## src/design/cabb_pkg.sv

```systemverilog
`timescale 1ns / 1ps

package cabb_pkg;

  localparam int DIM_W       = 13;
  localparam int ORG_W       = 14;
  localparam int IDX_W       = 24;
  localparam int ADDR_W      = 5;
  localparam int DATA_W      = 32;
  localparam int QUEUE_DEPTH = 4;
  localparam int QPTR_W      = 2;
  localparam int REG_COUNT   = 7;

  localparam logic [DIM_W-1:0] MAX_DIM = 13'd4096;

  localparam logic [DIM_W-1:0] RST_FRAME_WIDTH   = 13'd640;
  localparam logic [DIM_W-1:0] RST_FRAME_HEIGHT  = 13'd480;
  localparam logic [DIM_W-1:0] RST_FRAME_PITCH   = 13'd640;
  localparam logic [DIM_W-1:0] RST_BITMAP_WIDTH  = 13'd64;
  localparam logic [DIM_W-1:0] RST_BITMAP_HEIGHT = 13'd64;

  typedef enum logic [2:0] {
    REG_FRAME_WIDTH   = 3'd0,
    REG_FRAME_HEIGHT  = 3'd1,
    REG_FRAME_PITCH   = 3'd2,
    REG_BITMAP_WIDTH  = 3'd3,
    REG_BITMAP_HEIGHT = 3'd4,
    REG_ORIGIN_X      = 3'd5,
    REG_ORIGIN_Y      = 3'd6
  } reg_index_e;

  typedef struct packed {
    logic [31:0] src_pixel;
    logic [23:0] dst_pixel;
  } pair_t;

  typedef struct packed {
    logic [23:0] blended_pixel;
    logic [23:0] dest_index;
    logic [23:0] source_index;
    logic        is_last;
    logic        in_region;
  } result_t;

  typedef struct packed {
    logic [31:0] src_pixel;
    logic [23:0] dst_pixel;
    logic [23:0] dest_index;
    logic [23:0] source_index;
    logic        is_last;
    logic        in_region;
  } work_t;

  typedef struct packed {
    logic full;
    logic empty;
  } q_stat_t;

  function automatic logic [DIM_W-1:0] sat_dim(input logic [DIM_W-1:0] v);
    return (v > MAX_DIM) ? MAX_DIM : v;
  endfunction

endpackage

```

## src/design/cabb_front.sv

```systemverilog
`timescale 1ns / 1ps

module cabb_front import cabb_pkg::*; (
  input  logic              clk,
  input  logic              rst,
  input  logic              psel,
  input  logic              penable,
  input  logic              pwrite,
  input  logic [ADDR_W-1:0] paddr,
  input  logic [DATA_W-1:0] pwdata,
  output logic [DATA_W-1:0] prdata,
  output logic              pready,
  input  logic              push,
  output logic              full,
  input  pair_t             pair,
  input  q_stat_t           q_stat,
  output logic              wr_en,
  output work_t             wr_item
);

  logic [DIM_W-1:0]        frame_width, frame_height, frame_pitch;
  logic [DIM_W-1:0]        bitmap_width, bitmap_height;
  logic signed [ORG_W-1:0] origin_x, origin_y;
  logic [1:0]              busy;

  logic       cfg_wr, cfg_hit, accept;
  reg_index_e cfg_idx;

  // clip stage
  logic [DIM_W-1:0]  fw, fh, bw, bh, pitch;
  logic signed [15:0] ox_e, oy_e, maxx_raw, maxy_raw, minx_e, miny_e, maxx_e, maxy_e;
  logic signed [15:0] offx_e, offy_e;
  logic [DIM_W-1:0]   a_min_x, a_min_y, a_bw, a_bh, a_pitch;
  logic signed [15:0] a_max_x, a_max_y;
  logic [ORG_W-1:0]   a_off_x, a_off_y;
  logic               a_region;

  // start stage
  logic signed [15:0] width_m1_e, last_y_e, row_e;
  logic [25:0]        src_prod, dst_prod;
  logic [IDX_W-1:0]   src_start;
  logic [DIM_W-1:0]   b_min_x, b_min_y, b_width_m1, b_last_y, b_bw, b_pitch;
  logic [IDX_W-1:0]   b_src_start, b_dst_start;
  logic               b_region;

  // walk
  logic [DIM_W-1:0] col, cur_x, cur_y;
  logic [IDX_W-1:0] src_row, dst_row;
  logic             row_end, is_last;

  assign pready  = 1'b1;
  assign cfg_wr  = psel && penable && pwrite && pready;
  assign cfg_idx = reg_index_e'(paddr[4:2]);
  assign full    = (busy != 2'd0) || q_stat.full;
  assign accept  = push && !full;
  assign wr_en   = accept;

  always_comb begin
    cfg_hit = 1'b0;
    unique case (cfg_idx)
      REG_FRAME_WIDTH, REG_FRAME_HEIGHT, REG_FRAME_PITCH, REG_BITMAP_WIDTH,
      REG_BITMAP_HEIGHT, REG_ORIGIN_X, REG_ORIGIN_Y: cfg_hit = cfg_wr;
      default: cfg_hit = 1'b0;
    endcase
  end

  always_comb begin
    unique case (cfg_idx)
      REG_FRAME_WIDTH:   prdata = {19'd0, frame_width};
      REG_FRAME_HEIGHT:  prdata = {19'd0, frame_height};
      REG_FRAME_PITCH:   prdata = {19'd0, frame_pitch};
      REG_BITMAP_WIDTH:  prdata = {19'd0, bitmap_width};
      REG_BITMAP_HEIGHT: prdata = {19'd0, bitmap_height};
      REG_ORIGIN_X:      prdata = {{18{origin_x[ORG_W-1]}}, origin_x};
      REG_ORIGIN_Y:      prdata = {{18{origin_y[ORG_W-1]}}, origin_y};
      default:           prdata = '0;
    endcase
  end

  always_ff @(posedge clk) begin
    if (rst) begin
      frame_width   <= RST_FRAME_WIDTH;
      frame_height  <= RST_FRAME_HEIGHT;
      frame_pitch   <= RST_FRAME_PITCH;
      bitmap_width  <= RST_BITMAP_WIDTH;
      bitmap_height <= RST_BITMAP_HEIGHT;
      origin_x      <= '0;
      origin_y      <= '0;
      busy          <= 2'd3;
    end else begin
      if (cfg_hit) begin
        busy <= 2'd3;
        unique case (cfg_idx)
          REG_FRAME_WIDTH:   frame_width   <= pwdata[DIM_W-1:0];
          REG_FRAME_HEIGHT:  frame_height  <= pwdata[DIM_W-1:0];
          REG_FRAME_PITCH:   frame_pitch   <= pwdata[DIM_W-1:0];
          REG_BITMAP_WIDTH:  bitmap_width  <= pwdata[DIM_W-1:0];
          REG_BITMAP_HEIGHT: bitmap_height <= pwdata[DIM_W-1:0];
          REG_ORIGIN_X:      origin_x      <= pwdata[ORG_W-1:0];
          REG_ORIGIN_Y:      origin_y      <= pwdata[ORG_W-1:0];
          default: ;
        endcase
      end else if (busy != 2'd0) begin
        busy <= busy - 2'd1;
      end
    end
  end

  // clip rectangle
  always_comb begin
    fw       = sat_dim(frame_width);
    fh       = sat_dim(frame_height);
    bw       = sat_dim(bitmap_width);
    bh       = sat_dim(bitmap_height);
    pitch    = sat_dim(frame_pitch);
    ox_e     = {{2{origin_x[ORG_W-1]}}, origin_x};
    oy_e     = {{2{origin_y[ORG_W-1]}}, origin_y};
    maxx_raw = ox_e + $signed({3'd0, bw});
    maxy_raw = oy_e + $signed({3'd0, bh});
    if (origin_x[ORG_W-1]) begin
      minx_e = '0;
      offx_e = -ox_e;
    end else begin
      minx_e = ox_e;
      offx_e = '0;
    end
    if (origin_y[ORG_W-1]) begin
      miny_e = '0;
      offy_e = -oy_e;
    end else begin
      miny_e = oy_e;
      offy_e = '0;
    end
    maxx_e = (maxx_raw > $signed({3'd0, fw})) ? $signed({3'd0, fw}) : maxx_raw;
    maxy_e = (maxy_raw > $signed({3'd0, fh})) ? $signed({3'd0, fh}) : maxy_raw;
  end

  always_ff @(posedge clk) begin
    a_min_x  <= minx_e[DIM_W-1:0];
    a_min_y  <= miny_e[DIM_W-1:0];
    a_max_x  <= maxx_e;
    a_max_y  <= maxy_e;
    a_off_x  <= offx_e[ORG_W-1:0];
    a_off_y  <= offy_e[ORG_W-1:0];
    a_region <= (minx_e < maxx_e) && (miny_e < maxy_e);
    a_bw     <= bw;
    a_bh     <= bh;
    a_pitch  <= pitch;
  end

  // walk start values
  always_comb begin
    width_m1_e = a_max_x - 16'sd1 - $signed({3'd0, a_min_x});
    last_y_e   = a_max_y - 16'sd1;
    row_e      = $signed({3'd0, a_bh}) - 16'sd1 - $signed({2'd0, a_off_y});
    src_prod   = {13'd0, a_bw} * {13'd0, row_e[DIM_W-1:0]};
    dst_prod   = {13'd0, a_min_y} * {13'd0, a_pitch};
    src_start  = a_region ? (src_prod[IDX_W-1:0] + {10'd0, a_off_x}) : '0;
  end

  always_ff @(posedge clk) begin
    b_min_x     <= a_min_x;
    b_min_y     <= a_min_y;
    b_width_m1  <= width_m1_e[DIM_W-1:0];
    b_last_y    <= last_y_e[DIM_W-1:0];
    b_bw        <= a_bw;
    b_pitch     <= a_pitch;
    b_src_start <= src_start;
    b_dst_start <= dst_prod[IDX_W-1:0];
    b_region    <= a_region;
  end

  assign row_end = (col == b_width_m1);
  assign is_last = row_end && (cur_y == b_last_y);

  always_comb begin
    wr_item.src_pixel = pair.src_pixel;
    wr_item.dst_pixel = pair.dst_pixel;
    if (b_region) begin
      wr_item.dest_index   = dst_row + {11'd0, cur_x};
      wr_item.source_index = src_row + {11'd0, col};
      wr_item.is_last      = is_last;
      wr_item.in_region    = 1'b1;
    end else begin
      wr_item.dest_index   = '0;
      wr_item.source_index = '0;
      wr_item.is_last      = 1'b0;
      wr_item.in_region    = 1'b0;
    end
  end

  always_ff @(posedge clk) begin
    if ((busy == 2'd1) || (accept && b_region && is_last)) begin
      col     <= '0;
      cur_x   <= b_min_x;
      cur_y   <= b_min_y;
      src_row <= b_src_start;
      dst_row <= b_dst_start;
    end else if (accept && b_region) begin
      if (row_end) begin
        col     <= '0;
        cur_x   <= b_min_x;
        cur_y   <= cur_y + 13'd1;
        src_row <= src_row - {11'd0, b_bw};
        dst_row <= dst_row + {11'd0, b_pitch};
      end else begin
        col   <= col + 13'd1;
        cur_x <= cur_x + 13'd1;
      end
    end
  end

endmodule

```

## src/design/cabb_queue.sv

```systemverilog
`timescale 1ns / 1ps

module cabb_queue import cabb_pkg::*; (
  input  logic    clk,
  input  logic    rst,
  input  logic    wr_en,
  input  work_t   wr_data,
  input  logic    rd_en,
  output work_t   rd_data,
  output q_stat_t stat
);

  work_t             mem [QUEUE_DEPTH];
  logic [QPTR_W-1:0] wr_ptr, rd_ptr;
  logic [QPTR_W:0]   count;

  assign stat.full  = (count == (QPTR_W+1)'(QUEUE_DEPTH));
  assign stat.empty = (count == '0);
  assign rd_data    = mem[rd_ptr];

  always_ff @(posedge clk) begin
    if (wr_en) begin
      mem[wr_ptr] <= wr_data;
    end
  end

  always_ff @(posedge clk) begin
    if (rst) begin
      wr_ptr <= '0;
      rd_ptr <= '0;
      count  <= '0;
    end else begin
      if (wr_en) begin
        wr_ptr <= wr_ptr + 1'b1;
      end
      if (rd_en) begin
        rd_ptr <= rd_ptr + 1'b1;
      end
      unique case ({wr_en, rd_en})
        2'b10:   count <= count + 1'b1;
        2'b01:   count <= count - 1'b1;
        default: count <= count;
      endcase
    end
  end

endmodule

```

## src/design/cabb_back.sv

```systemverilog
`timescale 1ns / 1ps

module cabb_back import cabb_pkg::*; (
  input  logic    clk,
  input  logic    rst,
  input  q_stat_t q_stat,
  input  work_t   rd_data,
  output logic    rd_en,
  output result_t result,
  output logic    empty,
  input  logic    pop
);

  function automatic logic [15:0] blend_num(input logic [7:0] a, input logic [7:0] s,
                                            input logic [7:0] d);
    logic [15:0] p0, p1;
    p0 = {8'd0, 8'd255 - a} * {8'd0, d};
    p1 = {8'd0, a} * {8'd0, s};
    return p0 + p1;
  endfunction

  // rounded divide by 255
  function automatic logic [7:0] div255(input logic [15:0] num);
    logic [16:0] y, q;
    y = {1'b0, num} + 17'd127;
    q = (y + 17'd1 + {8'd0, y[16:8]}) >> 8;
    return q[7:0];
  endfunction

  logic        s1_valid, out_valid;
  logic [15:0] s1_r, s1_g, s1_b;
  logic [23:0] s1_dest, s1_src;
  logic        s1_last, s1_region;
  logic        out_load, s1_adv, s1_load;

  assign out_load = !out_valid || pop;
  assign s1_adv   = s1_valid && out_load;
  assign s1_load  = !s1_valid || s1_adv;
  assign rd_en    = !q_stat.empty && s1_load;
  assign empty    = !out_valid;

  always_ff @(posedge clk) begin
    if (rst) begin
      s1_valid  <= 1'b0;
      out_valid <= 1'b0;
    end else begin
      if (s1_load) begin
        s1_valid <= rd_en;
      end
      if (out_load) begin
        out_valid <= s1_valid;
      end
    end
  end

  always_ff @(posedge clk) begin
    if (rd_en) begin
      s1_r      <= blend_num(rd_data.src_pixel[31:24], rd_data.src_pixel[23:16],
                             rd_data.dst_pixel[23:16]);
      s1_g      <= blend_num(rd_data.src_pixel[31:24], rd_data.src_pixel[15:8],
                             rd_data.dst_pixel[15:8]);
      s1_b      <= blend_num(rd_data.src_pixel[31:24], rd_data.src_pixel[7:0],
                             rd_data.dst_pixel[7:0]);
      s1_dest   <= rd_data.dest_index;
      s1_src    <= rd_data.source_index;
      s1_last   <= rd_data.is_last;
      s1_region <= rd_data.in_region;
    end
    if (s1_adv) begin
      result.blended_pixel <= s1_region ? {div255(s1_r), div255(s1_g), div255(s1_b)} : '0;
      result.dest_index    <= s1_dest;
      result.source_index  <= s1_src;
      result.is_last       <= s1_last;
      result.in_region     <= s1_region;
    end
  end

endmodule

```

## src/design/clipped_alpha_blend_blit_top.sv

```systemverilog
`timescale 1ns / 1ps
// clipped alpha blend blitter
// input queue side: push a pair item (source argb pixel, destination rgb pixel)
// while full is low; items are taken one per clock when nothing stalls
// output queue side: while empty is low the oldest result item is on result;
// pop takes it. items pass the queue, the blend stage and the output register
// sustained rate is one item per cycle while pop keeps up: the blend pipe is
// two stages fed from a four-entry queue behind the front walker
// front walks the clipped rectangle in raster order and tags each item with
// its destination and source indices and the last flag; an empty rectangle
// gives results with in_region low and zero fields
// config is an apb-style port, register i at byte address 4*i, always ready;
// a register write restarts the walk and holds full high while the clip
// rectangle and start indices are recomputed
// reset (synchronous, active high) loads default registers, empties the
// pipe and holds full high after release until the walk start is loaded
// when the receiver stalls, results back up into the queue and full rises

module clipped_alpha_blend_blit_top import cabb_pkg::*; (
  input  logic              clk,
  input  logic              rst,
  input  logic              psel,
  input  logic              penable,
  input  logic              pwrite,
  input  logic [ADDR_W-1:0] paddr,
  input  logic [DATA_W-1:0] pwdata,
  output logic [DATA_W-1:0] prdata,
  output logic              pready,
  input  logic              push,
  output logic              full,
  input  pair_t             pair,
  output logic              empty,
  input  logic              pop,
  output result_t           result
);

  q_stat_t q_stat;
  logic    q_wr, q_rd;
  work_t   q_wdata, q_rdata;

  cabb_front u_front (
    .clk     (clk),
    .rst     (rst),
    .psel    (psel),
    .penable (penable),
    .pwrite  (pwrite),
    .paddr   (paddr),
    .pwdata  (pwdata),
    .prdata  (prdata),
    .pready  (pready),
    .push    (push),
    .full    (full),
    .pair    (pair),
    .q_stat  (q_stat),
    .wr_en   (q_wr),
    .wr_item (q_wdata)
  );

  cabb_queue u_queue (
    .clk     (clk),
    .rst     (rst),
    .wr_en   (q_wr),
    .wr_data (q_wdata),
    .rd_en   (q_rd),
    .rd_data (q_rdata),
    .stat    (q_stat)
  );

  cabb_back u_back (
    .clk     (clk),
    .rst     (rst),
    .q_stat  (q_stat),
    .rd_data (q_rdata),
    .rd_en   (q_rd),
    .result  (result),
    .empty   (empty),
    .pop     (pop)
  );

  a_no_overflow: assert property (@(posedge clk) disable iff (rst)
    q_wr |-> !q_stat.full)
    else $error("queue written while full");

  a_cfg_holds_input: assert property (@(posedge clk) disable iff (rst)
    (psel && penable && pwrite && (paddr[4:2] < 3'(REG_COUNT))) |=> full)
    else $error("input taken straight after a register write");

  a_reset_holds_input: assert property (@(posedge clk)
    rst |=> full)
    else $error("input taken straight after reset");

  a_empty_region: assert property (@(posedge clk) disable iff (rst)
    (!empty && !result.in_region) |->
      (result.blended_pixel == '0) && !result.is_last && (result.dest_index == '0))
    else $error("result outside region carries data");

endmodule
```

## config.mk

```make
export PLATFORM = sky130hd
export DESIGN_NAME = clipped_alpha_blend_blit_top
export DESIGN_NICKNAME = d
export VERILOG_FILES = /design/src/design/cabb_pkg.sv /design/src/design/cabb_front.sv /design/src/design/cabb_queue.sv /design/src/design/cabb_back.sv /design/src/design/clipped_alpha_blend_blit_top.sv
export SDC_FILE = /design/constraint.sdc
export NUM_CORES = 2
export LEC_CHECK = 0
export ABC_AREA = 1
export ABC_CLOCK_PERIOD_IN_PS = 10500
export BUFFER_PORTS_ARGS = -buffer_cell sky130_fd_sc_hd__buf_2
export CAP_MARGIN = 20
export CORE_MARGIN = 4
export CORE_UTILIZATION = 40
export CTS_CLUSTER_SIZE = 20
export DETAILED_ROUTE_END_ITERATION = 10
export PLACE_DENSITY_LB_ADDON = 0.08
export SYNTH_ARGS = -nofsm -noshare
export SYNTH_HDL_FRONTEND = slang
export SYNTH_SLANG_ARGS = --single-unit
```

## constraint.sdc

```tcl
create_clock -name clk -period 10.5 [get_ports clk]
set_input_delay 0 -clock clk [delete_from_list [all_inputs] [get_ports clk]]
set_output_delay 0 -clock clk [all_outputs]
set_load 0.02 [all_outputs]
```

==> summary.txt <==
Status
  – Outcome: finished clean

Yosys
  – Synth Area in Simple Gates: between 10 and 15%
  – Post-Synth XOR/XNOR Area: ~3.1%
  – Ys flop type: edfxtp_1
  – Unique cell type count in the Yosys netlist: 65
  – Synth Area in Compound Gates: under 10%
  – Gate Count Post-Synth: 7062
  – Number of flops mapped to enable cells by yosys: 670
  – Ys async rst share: 0%
  – Multiplexer share of the synthesized area: 0%
  – Adder-cell share of the synthesized area: around 26%
  – Yosys warning count: 0
  – Register area share after synthesis: slightly above 40%
  – Mapped Area: a little under 70000 µm²
  – Number of synthesized register bits: around 1000
  – Largest family of logic cells by synthesized area: adder cells
  – Mean Syn Cell Area: 9.55 µm²

Critical path
  – CP bufs+invs: 6
  – Critical path's most frequent cell: fa_1
  – Crit-path leading delay family: adder cells
  – Worst path required time: around 11000 ps
  – CP max FO: 122
  – Crit start category: register
  – CP Class: register to register
  – Slowest library cell on the worst path: inv_6
  – Crit path capture type: register
  – Arrival time at the worst endpoint: approximately 8200 ps
  – Max incr delay on CP: around 570 ps

Floorplanning
  – Chip height: 419 µm
  – Initial core utilization: between 40% and 50%
  – Row count: 150
  – I/O pins: roughly 210
  – Die area: roughly 180000 µm²
  – Core Box Area: about 170000 µm²
  – Die X: 419 µm

Placement
  – Post-place setup slack: 2700 ps
  – Port-buffer cells: about 190
  – HPWL after DPL: approximately 130000 µm
  – GP Congestion: just under 0.9

Timing
  – Setup violators final: 0
  – Clk_skew: about 71 ps
  – Final Hold Fails: 0
  – TNS Setup: 0 ps
  – Min cycle time layout: approximately 7700 ps
  – Slew at the pin closest to its max-slew limit: roughly 1000 ps
  – Final Cycle Share: about three quarters
  – Slew margin rel.: 30.3%
  – Maximum clock frequency: 130 MHz
  – Max-slew violation count: 0
  – Final Hold Slack: 55.8 ps
  – Setup WS post-layout: roughly 2800 ps
  – RSZ-0062 raised after global routing: no

Global routing
  – Initial antenna violation count: 13
  – First-pass GRT wire length: approximately 270000 µm
  – Gr usage total: 20.0%
  – Largest net degree at the start of global routing: 137
  – Grt ovf: 0
  – Vias in the first global route: 48500

Detailed routing
  – Total number of vias: 47400
  – WL per Instance: about 18 µm
  – DRT Wirelength: 174000 µm
  – DRC Markers: 0
  – Drt first-iter violations: roughly 2400
  – Post-route ant nets: 0
  – Pre-antenna DRT Iters: 6
  – Via density: about 4.9

Layout
  – # nets final: 8454
  – P&R area growth vs syn: 12.3%
  – Final core utilization: roughly 45%
  – Share of layout cells above drive strength 1: under 10%

Clock network
  – CTS root buffer: clkbuf_16
  – CTS tree: yes
  – CTS Sinks: 1035
  – H-tree levels: 3
  – Worst-path clk slew: 60 ps
  – Maximum root-to-sink buffer count: 3
  – Clk Latency, worst-skew pair: about 750 ps
  – TritonCTS buffer count: 114
  – Post-CTS sizing: 0

Run
  – Max_cap viols: 0

Worst hold path
  – Min-Delay Path Class: input port to register
[path summary, 6_finish.rpt]
path                                                   from                            to  depth (start not counted)  slack (ps)
worst max register to register                     register     u_back.s1_r[15]$_DFFE_PP_                         26        2790
worst min-delay path                               pair[33]  u_queue.mem[3][83]$_DFFE_PP_                          2          60
worst min register to register  u_front.a_min_x[11]$_DFF_P_   u_front.b_min_x[11]$_DFF_P_                          0         300
worst max-delay path                               register     u_back.s1_r[15]$_DFFE_PP_                         26        2790
[flip-flops by register name (all words and copies together), names as in the netlist, 16 cells and up, named ones only]
register / flops
u_front.src_row: 24
u_front.dst_row: 24
u_front.b_src_start: 24
u_back.s1_dest: 24
u_front.b_dst_start: 24
u_back.s1_r: 16
u_back.result: 74
u_queue.mem: 424
u_back.s1_b: 16
u_back.s1_src: 24
u_back.s1_g: 16
[placed cells by master, fill, tap and decap left out, types with 8 or more instances in the layout]
cell type	n
nand3_1	100
nor3_1	61
xor2_1	160
a32oi_1	51
a211oi_1	11
o21a_1	16
fa_1	547
nor2_1	700
clkinv_2	17
a31oi_1	23
clkbuf_8	13
dlygate4sd3_1	101
inv_1	1211
clkbuf_1	23
xnor2_1	75
a21o_1	15
a21oi_1	407
o31ai_1	8
bufinv_16	9
or2_2	8
nand4_1	29
o21ai_1	24
nor4_1	18
o21bai_1	16
o211ai_1	9
buf_4	44
clkbuf_16	120
clkinv_1	21
o22ai_1	66
o21ai_0	388
nand2_1	1206
a221oi_1	10
edfxtp_1	670
buf_2	187
ha_1	518
dfxtp_1	363
[stage by stage]
stage / std cells / cell area (µm²)
3_5_place_dp: 9275 / 70700
2_1_floorplan: 7064 / 67400
4_1_cts: 9593 / 75700
6_report: 9599 / 75700
5_1_grt: 9594 / 75700
3_3_place_gp: 9275 / 70700
[per-layer routing]
metal | wire length (µm) | track usage [%] | share of wire, %
met1 | 74600 | 25.1 | 43
met2 | 87700 | 36.0 | 50
met3 | 6600 | 2.36 | 3.8
met4 | 4880 | 5.82 | 2.8
met5 | 0 | 0 | 0
[timing repair]
action                                 4_1_cts  5_1_grt
hold buffers                               101        0
endpoints found under the hold margin      376        0
buffers inserted                             0        0
[final cells by class]
type                       instances  area (µm²)
timing repair buffer             337        2380
fill                           16200       91700
sequential                      1035       27400
antenna                            5        12.5
clock inverter                    58         676
tap                             2204        2760
multi-input combinational       4570       34500
inverter                        1231        4640
clock buffer                     159        3280
[logic make-up (layout without fill, tap and decap cells)]
logic type	Yosys count	count (layout)
XOR/XNOR	237	237
AND/OR/NAND/NOR	2173	2173
AO/OA/AOI/OAI	1091	1091
flip-flops	1035	1035
buffers and inverters	1459	1785
other	2	9
adder cells (fa/ha/maj)	1065	1065
[cells in the mapped netlist, drive strengths merged (3+ instances only)]
master	number	area, µm²
inv	1221	4590
nand2	1209	4540
nor2	713	2710
edfxtp	670	20100
fa	547	11000
ha	518	6480
o21ai	419	2150
a21oi	412	2080
dfxtp	365	7310
clkbuf	184	691
xor2	161	1430
nand3	106	568
xnor2	76	673
o22ai	66	413
nor3	64	335
a32oi	56	490
buf	44	258
nand4	31	206
a31oi	23	144
nor4	20	131
o21bai	18	143
o21a	16	120
a21o	15	113
a211oi	11	82.6
a21boi	10	93.8
a221oi	10	87.6
clkinv	10	37.5
o211ai	9	67.6
or2	9	56.3
o31ai	8	60.1
nor3b	7	52.6
o2111ai	7	61.3
a22oi	5	37.5
and2	5	31.3
nand3b	5	37.5
and3	3	18.8
Power is left out: the tool's default activity adds up to more than one toggle a clock period on the data nets, which glitch-free logic cannot reach.
